`config.mk`:
```
export PLATFORM = sky130hd
export DESIGN_NAME = rpa_delay
export DESIGN_NICKNAME = d
export VERILOG_FILES = /design/src/rtl/rpa_pkg.sv /design/src/rtl/rpa_delay.sv
export SDC_FILE = /design/constraint.sdc
export NUM_CORES = 1
export LEC_CHECK = 0
export BUFFER_PORTS_ARGS = -buffer_cell sky130_fd_sc_hd__clkbuf_2
export CORE_ASPECT_RATIO = 1.4
export CORE_MARGIN = 5
export CORE_UTILIZATION = 50
export CTS_BUF_LIST = sky130_fd_sc_hd__clkbuf_8
export DETAILED_ROUTE_END_ITERATION = 7
export GPL_ROUTABILITY_DRIVEN = 0
export PLACE_DENSITY_LB_ADDON = 0.12
export SYNTH_ARGS = -nofsm -noshare
export SYNTH_HDL_FRONTEND = slang
export SYNTH_SLANG_ARGS = --single-unit
```
`constraint.sdc`:
```
create_clock -name clk_i -period 0.8 [get_ports clk_i]
set_input_delay 0.16 -clock clk_i [delete_from_list [all_inputs] [get_ports clk_i]]
set_output_delay 0.16 -clock clk_i [all_outputs]
set_load 0.1 [all_outputs]
```
`src/rtl/rpa_pkg.sv`:
```
`timescale 1ns / 1ps
// Shared types, widths and tables for the point-about-axis rotation pipeline.
// No dependencies.
package rpa_pkg;

  localparam int CORDIC_STEPS = 16;
  localparam int ATAN_ENTRIES = 24;
  localparam int STEPS_EFF = (CORDIC_STEPS > ATAN_ENTRIES) ? ATAN_ENTRIES : CORDIC_STEPS;

  // geometry front end depth, and the delay that lines u/v up with sin/cos
  localparam int GEOM_STAGES = 7;
  localparam int UV_DELAY = STEPS_EFF + 2 - GEOM_STAGES;
  localparam int LATENCY = STEPS_EFF + 4;

  localparam int A_W   = 16;
  localparam int D_W   = 33;
  localparam int P_W   = A_W + D_W;
  localparam int DOT_W = 37;
  localparam int PR_W  = A_W + DOT_W;
  localparam int U_W   = 40;
  localparam int M_W   = A_W + U_W;
  localparam int V_W   = 43;
  localparam int CW    = 34;
  localparam int CS_W  = 23;
  localparam int PC_W  = U_W + CS_W;
  localparam int PS_W  = V_W + CS_W;
  localparam int R_W   = PS_W + 1;

  localparam logic [31:0] ATAN_TURNS [ATAN_ENTRIES] = '{
    32'h20000000, 32'h12E4051D, 32'h09FB385B, 32'h051111D4, 32'h028B0D43, 32'h0145D7E1,
    32'h00A2F61E, 32'h00517C55, 32'h0028BE53, 32'h00145F2E, 32'h000A2F98, 32'h000517CC,
    32'h00028BE6, 32'h000145F3, 32'h0000A2F9, 32'h0000517C, 32'h000028BE, 32'h0000145F,
    32'h00000A2F, 32'h00000517, 32'h0000028B, 32'h00000145, 32'h000000A2, 32'h00000051
  };

  localparam int CORDIC_GAIN_Q30 = 652032874;

  typedef struct packed {
    logic signed [15:0] axis_x;
    logic signed [15:0] axis_y;
    logic signed [15:0] axis_z;
    logic signed [15:0] turn_angle;
    logic signed [31:0] pivot_x;
    logic signed [31:0] pivot_y;
    logic signed [31:0] pivot_z;
    logic signed [31:0] point_x;
    logic signed [31:0] point_y;
    logic signed [31:0] point_z;
  } req_t;

  typedef struct packed {
    logic signed [31:0] offset_x;
    logic signed [31:0] offset_y;
    logic signed [31:0] offset_z;
    logic               overflowed;
  } res_t;

  typedef struct packed {
    logic signed [2:0][U_W-1:0] u;
    logic signed [2:0][V_W-1:0] v;
  } uv_t;

  typedef struct packed {
    logic signed [CS_W-1:0] cos_m1;
    logic signed [CS_W-1:0] sin;
  } sc_t;

endpackage

```
`src/rtl/rpa_delay.sv`:
```
`timescale 1ns / 1ps
// Shift line that holds the perpendicular vectors until sine and cosine are
// ready. Depends on rpa_pkg.
module rpa_delay (
  input  logic         clk_i,
  input  rpa_pkg::uv_t uv_i,
  output rpa_pkg::uv_t uv_o
);

  rpa_pkg::uv_t tap_q [rpa_pkg::UV_DELAY];

  always_ff @(posedge clk_i) begin
    tap_q[0] <= uv_i;
    for (int k = 1; k < rpa_pkg::UV_DELAY; k++) begin
      tap_q[k] <= tap_q[k-1];
    end
  end

  assign uv_o = tap_q[rpa_pkg::UV_DELAY-1];

endmodule

```
==> impl_metrics.yaml <==
status:
  outcome: "finished with violations"
  failed_checks: "setup timing"
cells_and_area:
  comb.multi_input.count: 0
  nFillCells: 6902
  fin_nets: 4355
  drive_above_1_share_pct: 29.1
  ff_latch_area_sq_um: 55200
  largest_reg_flops: 2739
  largestRegisters: "tap_q: 2739 flops"
  top_register: "tap_q"
  syn2layout_area_growth_pct: 38.0
  final_cells: 5847
  postLayoutCellArea_sq_um: 75600
  utilization_pct: 69.5
  multi_input_area_sq_um: 0
clocking:
  cts_max_path_buffers: 4
  clkLatencyLatePin_ns: 0.95
  cts_sinks: 2739
  htreeDepth: 5
  cts_tree: "yes"
  clk_pin_slew_worst_paths_ns: 0.06
  numCtsBuffers: 368
  postCtsSetupRepairBufs: 0
  root_buffer: "clkbuf_8"
die:
  die_area_sq_um: 116000
  core_area_sq_um: 109000
  io_pins: 499
  die_h_um: 402
  fp.dieW_um: 290
  rows: 143
  initial_utilization_pct: 50.4
synthesis:
  synthMuxAreaShare_pct: 0
  synth_cells: 2739
  ys_ff_latch: 2739
  synth.distinct_cells: 1
  synth_compound_area_share_pct: 0
  synth_adder_area_share_pct: 0
  yosys.area_share.xor_xnor_pct: 0
  syn_area_per_cell_sq_um: 20.0
  synthSimpleGateAreaFrac_pct: 0
  seq_area_frac_synth_pct: 100
  synthesis.nets: 2989
  syn_area_sq_um: 54800
  yosys_warnings: 0
critical_path:
  r2r_cells: 0
  path_class: "reg -> out"
  cp-startpoint: "tap_q[10][132]$_DFF_P_"
  path_max_fanout: 1
  critPathMaxStageDelay_ns: 0.36
  endpoint_kind: "output pin"
  crit_family: "flip-flops"
  path_cells: "buf_12"
  cp.arrival_ns: 1.49
  slowest_stage: "dfxtp_2"
  critical_path_required_ns: 0.64
  reg2reg_slack_ns: 0.30
  crit_path_start_kind: "flip-flop"
  crit_cells: 1
  r2r_start: "tap_q[0][46]$_DFF_P_"
  crit_end: "uv_o[132]"
  r2r_end: "tap_q[1][46]$_DFF_P_"
  cp.buffers_inverters: 1
timing:
  timing.final.ws_setup_ns: -0.850
  finalSetupTns_ns: -196.83
  whs_ns: 0.262
  slew-limit-headroom_pct: 77.8
  fmax_mhz: 606
  period_share_pct: 206
  grt_setup_unrepaired: "yes"
  finalCriticalPeriod_ns: 1.65
  worst_pin_slew_ns: 0.332
  slew_violations: 0
  hold_viol: 0
  fin_worst_skew_ns: 0.0734
  setup_viol: 249
place:
  dp_slack_ns: 0.0818
  placed_area_sq_um: 63200
  port_buffers: 498
  hpwlAfterDp_mm: 43.7
  dp_cells: 4687
grt:
  grt_pass1_vias: 24500
  grt.overflow.total: 0
  track_usage_pct: 13.5
  grt_max_degree: 17
  antenna_found_initial: 23
  grt_pass1_wl_mm: 125
detailed_routing:
  dr_total_vias: 22200
  wl_per_cell_um: 13.3
  firstDrtPassIters: 4
  drt_wl_total_mm: 77.5
  initialDrtViolationCount: 788
  via_per_inst: 3.80
  drc_errors: 0
  final_antenna_net_count: 0
min_path:
  hold_path_class: "reg -> reg"
flow_run:
  cap_violations: 0
pwr:
  peakVddDrop_mv: 2.52
  p_leak_nw: 32.8
  fin_total_pwr_mw: 256
  powerDensity_nw_per_um2: 3390
synthesized netlist by cell type:
cell	n	share of area, %
dfxtp_1	2739	100
worst min-delay path by stage:
stage / start / endpoint / slack, ns / cells after the start
6_report: tap_q[5][123]$_DFF_P_ / tap_q[6][123]$_DFF_P_ / 0.26 / 0
4_1_cts: uv_i[196] / tap_q[0][196]$_DFF_P_ / 0.21 / 3
5_1_grt: uv_i[145] / tap_q[0][145]$_DFF_P_ / 0.27 / 3
3_5_place_dp: uv_i[99] / tap_q[0][99]$_DFF_P_ / 0.26 / 1
3_3_place_gp: uv_i[149] / tap_q[0][149]$_DFF_P_ / 0.26 / 1
2_1_floorplan: uv_i[0] / tap_q[0][0]$_DFF_P_ / 0.19 / 0
cells by family after synthesis:
logic type / after synthesis
flops: 2739
repair_timing:
item / CTS / global route
gates resized for setup: 22 / 0
hold buffers: 498 / 0
pin swaps: 0 / 0
setup endpoints to repair: 249 / 249
hold endpoints to repair: 249 / 0
cell type report:
cell class              instances  area share (%)
diodes                         18          0.0595
clock buffers                 462            8.41
clock inverters               182            1.34
flip-flops and latches       2739            73.0
well taps                    1450            2.40
repair buffers                996            14.8
placed cells by master, fill, tap and decap left out, drive strengths merged:
cell and n:
bufinv 8, inv 120, diode 18, clkbuf 711, dfxtp 2739, dlygate4sd3 498
clkinv 44, clkinvlp 10, buf 249
per-layer routing:
layer | global-route usage, % | share of wire [%]
met2 | 23.1 | 50
met1 | 14.9 | 40
met4 | 6.11 | 2.9
met3 | 5.53 | 7.0
met5 | 0 | 0.083
power by group:
group          internal [mW]  switching [mW]
combinational           4.51            5.87
clock                   54.5            45.5
sequential               144            2.18
total                    203            53.6
Power figures use the tool's default switching activity.
