## src/rtl/rpa_pkg.sv

```systemverilog
`timescale 1ns / 1ps
// Shared types, widths and tables for the point-about-axis rotation pipeline.
// No dependencies.
package rpa_pkg;

  localparam int CORDIC_STEPS = 16;
  localparam int ATAN_ENTRIES = 24;
  localparam int STEPS_EFF = (CORDIC_STEPS > ATAN_ENTRIES) ? ATAN_ENTRIES : CORDIC_STEPS;

  // geometry front end depth, and the delay that lines u/v up with sin/cos
  localparam int GEOM_STAGES = 7;
  localparam int UV_DELAY = STEPS_EFF + 2 - GEOM_STAGES;
  localparam int LATENCY = STEPS_EFF + 4;

  localparam int A_W   = 16;
  localparam int D_W   = 33;
  localparam int P_W   = A_W + D_W;
  localparam int DOT_W = 37;
  localparam int PR_W  = A_W + DOT_W;
  localparam int U_W   = 40;
  localparam int M_W   = A_W + U_W;
  localparam int V_W   = 43;
  localparam int CW    = 34;
  localparam int CS_W  = 23;
  localparam int PC_W  = U_W + CS_W;
  localparam int PS_W  = V_W + CS_W;
  localparam int R_W   = PS_W + 1;

  localparam logic [31:0] ATAN_TURNS [ATAN_ENTRIES] = '{
    32'h20000000, 32'h12E4051D, 32'h09FB385B, 32'h051111D4, 32'h028B0D43, 32'h0145D7E1,
    32'h00A2F61E, 32'h00517C55, 32'h0028BE53, 32'h00145F2E, 32'h000A2F98, 32'h000517CC,
    32'h00028BE6, 32'h000145F3, 32'h0000A2F9, 32'h0000517C, 32'h000028BE, 32'h0000145F,
    32'h00000A2F, 32'h00000517, 32'h0000028B, 32'h00000145, 32'h000000A2, 32'h00000051
  };

  localparam int CORDIC_GAIN_Q30 = 652032874;

  typedef struct packed {
    logic signed [15:0] axis_x;
    logic signed [15:0] axis_y;
    logic signed [15:0] axis_z;
    logic signed [15:0] turn_angle;
    logic signed [31:0] pivot_x;
    logic signed [31:0] pivot_y;
    logic signed [31:0] pivot_z;
    logic signed [31:0] point_x;
    logic signed [31:0] point_y;
    logic signed [31:0] point_z;
  } req_t;

  typedef struct packed {
    logic signed [31:0] offset_x;
    logic signed [31:0] offset_y;
    logic signed [31:0] offset_z;
    logic               overflowed;
  } res_t;

  typedef struct packed {
    logic signed [2:0][U_W-1:0] u;
    logic signed [2:0][V_W-1:0] v;
  } uv_t;

  typedef struct packed {
    logic signed [CS_W-1:0] cos_m1;
    logic signed [CS_W-1:0] sin;
  } sc_t;

endpackage

```

## src/rtl/rpa_cordic.sv

```systemverilog
`timescale 1ns / 1ps
// Pipelined rotation-mode CORDIC, one iteration per stage, plus quadrant
// fold and rounding to Q.20. Depends on rpa_pkg.
module rpa_cordic (
  input  logic               clk_i,
  input  logic signed [15:0] angle_i,
  output rpa_pkg::sc_t       sc_o
);

  localparam int NS = rpa_pkg::STEPS_EFF;

  logic signed [rpa_pkg::CW-1:0] x_q [NS+1];
  logic signed [rpa_pkg::CW-1:0] y_q [NS+1];
  logic signed [rpa_pkg::CW-1:0] z_q [NS+1];
  logic                          flip_q [NS+1];
  logic signed [15:0]            ang_w;
  logic                          flip_w;
  logic signed [rpa_pkg::CW:0]   rx_w, ry_w;
  logic signed [rpa_pkg::CS_W-1:0] cs_w, sn_w;

  assign flip_w = (angle_i > 16'sd16384) || (angle_i < -16'sd16384);
  assign ang_w  = flip_w ? (angle_i ^ 16'sh8000) : angle_i;

  always_ff @(posedge clk_i) begin
    x_q[0]    <= rpa_pkg::CW'(rpa_pkg::CORDIC_GAIN_Q30);
    y_q[0]    <= '0;
    z_q[0]    <= {{(rpa_pkg::CW-30){ang_w[15]}}, ang_w, 14'b0};
    flip_q[0] <= flip_w;
  end

  for (genvar j = 1; j <= NS; j++) begin : g_iter
    localparam logic signed [rpa_pkg::CW-1:0] AT = rpa_pkg::CW'(rpa_pkg::ATAN_TURNS[j-1]);
    always_ff @(posedge clk_i) begin
      flip_q[j] <= flip_q[j-1];
      if (z_q[j-1] >= 0) begin
        x_q[j] <= x_q[j-1] - (y_q[j-1] >>> (j-1));
        y_q[j] <= y_q[j-1] + (x_q[j-1] >>> (j-1));
        z_q[j] <= z_q[j-1] - AT;
      end else begin
        x_q[j] <= x_q[j-1] + (y_q[j-1] >>> (j-1));
        y_q[j] <= y_q[j-1] - (x_q[j-1] >>> (j-1));
        z_q[j] <= z_q[j-1] + AT;
      end
    end
  end

  assign rx_w = ((rpa_pkg::CW+1)'(x_q[NS]) + (rpa_pkg::CW+1)'(512)) >>> 10;
  assign ry_w = ((rpa_pkg::CW+1)'(y_q[NS]) + (rpa_pkg::CW+1)'(512)) >>> 10;
  assign cs_w = flip_q[NS] ? -rpa_pkg::CS_W'(rx_w) : rpa_pkg::CS_W'(rx_w);
  assign sn_w = flip_q[NS] ? -rpa_pkg::CS_W'(ry_w) : rpa_pkg::CS_W'(ry_w);

  always_ff @(posedge clk_i) begin
    sc_o.cos_m1 <= cs_w - rpa_pkg::CS_W'(1 << 20);
    sc_o.sin    <= sn_w;
  end

endmodule

```

## config.mk

```make
export PLATFORM = sky130hd
export DESIGN_NAME = rpa_cordic
export DESIGN_NICKNAME = d
export VERILOG_FILES = /design/src/rtl/rpa_pkg.sv /design/src/rtl/rpa_cordic.sv
export SDC_FILE = /design/constraint.sdc
export NUM_CORES = 2
export LEC_CHECK = 0
export ABC_AREA = 0
export BUFFER_PORTS_ARGS = -buffer_cell sky130_fd_sc_hd__buf_2
export CORE_MARGIN = 5
export CORE_UTILIZATION = 45
export CTS_CLUSTER_SIZE = 40
export DETAILED_ROUTE_END_ITERATION = 10
export GPL_TIMING_DRIVEN = 0
export SYNTH_ARGS = -nofsm -noshare
export SYNTH_HDL_FRONTEND = slang
export SYNTH_SLANG_ARGS = --single-unit
```

## constraint.sdc

```tcl
create_clock -name clk_i -period 12.55 [get_ports clk_i]
set_input_delay 2.51 -clock clk_i [delete_from_list [all_inputs] [get_ports clk_i]]
set_output_delay 2.51 -clock clk_i [all_outputs]
set_load 0.03 [all_outputs]
```

==> reports/results.env <==
POSTSYNTH.ASYNCRESETSHARE_PCT=0
CTSLONGESTPATHBUFFERS=3
GRT_USAGE_PCT=23.2
LAYOUT-DRIVE-GT1-SHARE_PCT=4.70
TRITONCTS_CLOCK_TREE='yes'
WORST_PATH_MAX_DELAY_CELL='clkbuf_1'
MIN-DELAY-PATH-CLASS='reg -> reg'
ROW_COUNT=180
IO_PINS=63
PERIOD_NEEDED_NS=7.16
GRT.OVERFLOW.TOTAL=0
MET1WIRELENGTH_UM=139000
DRT_PASS1_ITERATIONS=6
CLKTRANSATPATHREGS_NS=0.06
REPORT.FINAL.SETUP_VIOL=0
GP_CONGESTION=0.937
CP_DATA_ARRIVAL_TIME_NS=7.82
SYNTH_EDF_COUNT=0
CTS.HOLD.BUFFERS_ADDED=0
CLOCKROOTBUFFER='clkbuf_16'
ROUTE.VIAS.TOTAL=92400
WL_PER_CELL_UM=18.6
CTS_SINKS=1489
DETAIL_ROUTE.DRC_VIOLATIONS=0
REGTOREGSETUPSLACK_NS=5.39
DR_WL_MET3_UM=13400
MAX_STAGE_DELAY_NS=0.99
NUMBER_OF_ANTENNA_VIOLATIONS_AT_THE_FIRST_CHECK_IN_GLOBAL_ROUTING=8
MAXUSEDROUTINGLAYER='met4'
HPWL_DETAILED_UM=249000
DR.FIRST_ITER.DRC_COUNT=5753
MAPPED_CELL_AREA_UM2=109000
CRIT_CHAIN='inv_1 > ha_1 > nor4b_1 > nand4_1 > nor2_1 > nor2_1 > clkbuf_1 > clkbuf_1 > nand2_1 > xor2_1 > ha_1 > a21o_1 > a21oi_1 > nor3b_1 > a21oi_1 > o41ai_1 > o21ai_1 > o41a_1 > a211oi_2 > o21bai_1 > a21oi_1 > xnor2_1'
YS.WARNINGS.COUNT=0
YOSYS.CELL_COUNT.TOP_TYPE='dfxtp_1'
FINALCLOCKSKEW_NS=0.0490
DIE-HEIGHT_UM=502
HOLD_PATH_STARTPOINT='z_q[0][26]'
TRITONCTS.NUM_BUFFERS=175
TIMING_MAX_TRANSITION_VIOLATIONS_FINAL=0
DIE_W_UM=502
PLACED_INSTANCE_AREA_UM2=113000
SETUP_BUFS_POST_CTS=0
AVGVIACOUNTPERCELL=5.66
WORSTSKEWPAIRLATENCY_NS=0.83
TIMING_WORST_SETUP_PATH_TYPE='reg -> reg'
CTS.HTREE.LEVELS=4
FLOORPLAN.INITIALDENSITY_PCT=45.3
CRITICAL_PATH_STARTPOINT_CATEGORY='flop'
DRTANTENNAVIOLNETS=0
SYNTH.FF_LATCH_COUNT=1489
FINAL_CELL_AREA_UM2=120000
ACHIEVABLE-FREQUENCY_MHz=140
SYNTH_FP_NETS=14200
NUMBER_OF_INPUT_AND_OUTPUT_PORT_BUFFERS_INSERTED=62
CRIT-REG2REG-LAUNCH='z_q[13][33]'
SETUP_REPAIR_AFTER_GLOBAL_ROUTING_MISSED_ITS_MARGIN='no'
SYN2LAYOUT_AREA_GROWTH_PCT=9.88
SYNTH_CELLS=12700
YOSYSTOPAREACELL='dfxtp_1'
TIMING_WORST_SLEW_PIN_VALUE_NS=1.44
DESIGN.FINAL.NETS=14400
MAXSLEWHEADROOM_PCT=2.75
CRIT_PATH_FREQUENT_CELL='a21oi_1'
GRT_MAX_DEGREE=33
SYNTHTOPCELLSBYCOUNT='dfxtp_1 (1489), ha_1 (1385), xnor2_1 (1186), a21oi_1 (1132), nor2_1 (869)'
CTS_REPAIR_RESIZE_COUNT=0
TIMING.MAX_CAP.VIOLATIONS=0
SEQ_AREA_UM2=29800
CRITPATHMAXFANOUT=18
GRT_FIRST_PASS_WIRELENGTH_UM=479000
CRITICAL_PATH.STARTPOINT='z_q[13][33]'
CRITICAL_PATH.ENDPOINT_TYPE='flop'
FINAL.HOLD.WORST_SLACK_NS=0.322
SYN-MEAN-INSTANCE-AREA_UM2=8.56
RUN_STATUS='complete, no violations'
NUM-FILL-CELLS=22800
SYNTH-MAIN-FF-CELL='dfxtp_1'
DRT_WL_TOTAL_UM=303000
MULTI_INPUT_AREA_UM2=76400
POST-ROUTE-PERIOD-UTIL_PCT=57.1
CORE_AREA_UM2=241000
SYNTHTOPCELLSBYAREA='dfxtp_1 (27%), ha_1 (16%), xnor2_1 (9.5%)'
DIE_OUTLINE_AREA_UM2=252000
SYNTH_CELL_TYPE_COUNT=111
MET2ROUTEDLENGTH_UM=140000
FIRST_GLOBAL_VIAS=88900
CRITPATHREQUIREDTIME_NS=13.21
SETUP-TNS-FINAL_NS=0
SYNTH_SEQ_AREA_SHARE_PCT=27.4
HOLD_VIOL_FINAL=0
SYNTHDOMINANTCELLAREASHARE_PCT=27.4
==> path summary, 6_finish.rpt <==
| path | cells after the start | end |
|---|---|---|
| max reg2reg | 22 | x_q[14][31] |
| min reg2reg | 0 | z_q[1][26] |
| min | 0 | z_q[1][26] |
| max | 22 | x_q[14][31] |
==> kinds of logic (layout without fill, tap and decap cells) <==
kind of cell,Yosys count,count (layout),share of synthesized area (%)
multiplexers,44,44,0.424
AND/OR/NAND/NOR,3321,3321,15.1
other,0,14,0
buffers and inverters,720,1112,2.49
flip-flops,1489,1489,27.4
XOR/XNOR,1883,1883,15.1
adder cells (fa/ha/maj),1424,1424,16.6
AO/OA/AOI/OAI,3848,3848,22.8
==> placed cells by master (no fill, tap or decap), types with 39 or more instances in the layout <==
cell type,instances
nor2_1,867
fa_1,39
and2_1,63
a21boi_0,40
a21o_1,545
o21bai_1,174
o21a_1,217
o211ai_1,66
or3_1,103
nand2b_1,228
inv_1,522
o31ai_1,196
or4_1,59
nor2b_1,194
nand2_1,782
a211oi_1,111
and3_1,107
buf_2,75
ha_1,1385
clkbuf_16,177
xor2_1,696
nand3_1,264
dfxtp_1,1489
nand4_1,94
clkbuf_1,162
o41ai_1,83
o21ai_0,757
or2_2,60
a21oi_1,1132
xnor2_1,1186
nor3_1,233
o31a_1,42
a31oi_1,100
nor4_1,139
==> flip-flops by register name (all words and copies together) (netlist names) <==
| register | count |
|---|---|
| flip_q | 17 |
| sc_o | 46 |
| x_q | 474 |
| y_q | 500 |
| z_q | 452 |
==> routing by layer <==
layer,global-route usage [%],up-vias
li1,-,46600
met1,30.6,43300
met2,39.6,2052
met3,2.68,429
met4,7.57,0
met5,0,-
==> cell type report <==
| class | count | share of cell area, % |
|---|---|---|
| multi-input cells | 10500 | 63.9 |
| flip-flops and latches | 1489 | 24.9 |
| clock buffers | 214 | 4.03 |
| well taps | 3185 | 3.33 |
| inverters | 529 | 1.66 |
| clock inverters | 112 | 1.26 |
| plain buffers | 191 | 0.622 |
| repair buffers | 66 | 0.318 |
| diodes | 14 | 0.0293 |
==> metrics by stage <==
step           std cells  setup WS (ns)  utilization (%)
4_1_cts            16300           5.23             49.7
5_1_grt            16300           5.02             49.7
6_report           16300           5.39             49.7
3_3_place_gp       16000           4.79             47.0
2_1_floorplan      12700           7.42                -
3_5_place_dp       16000           5.28             47.1
==> worst max-delay path, delay by kind of cell (launching register included) <==
family	cells	cell delay (ns)
compound gates	9	2.75
xor+xnor	2	0.53
fa+ha+maj	2	0.57
buf+inv	3	1.58
flops	1	0.32
simple gates	6	1.24
Power is not shown: default switching activity piles up to over one toggle a cycle in this logic, so the estimate is an artifact.
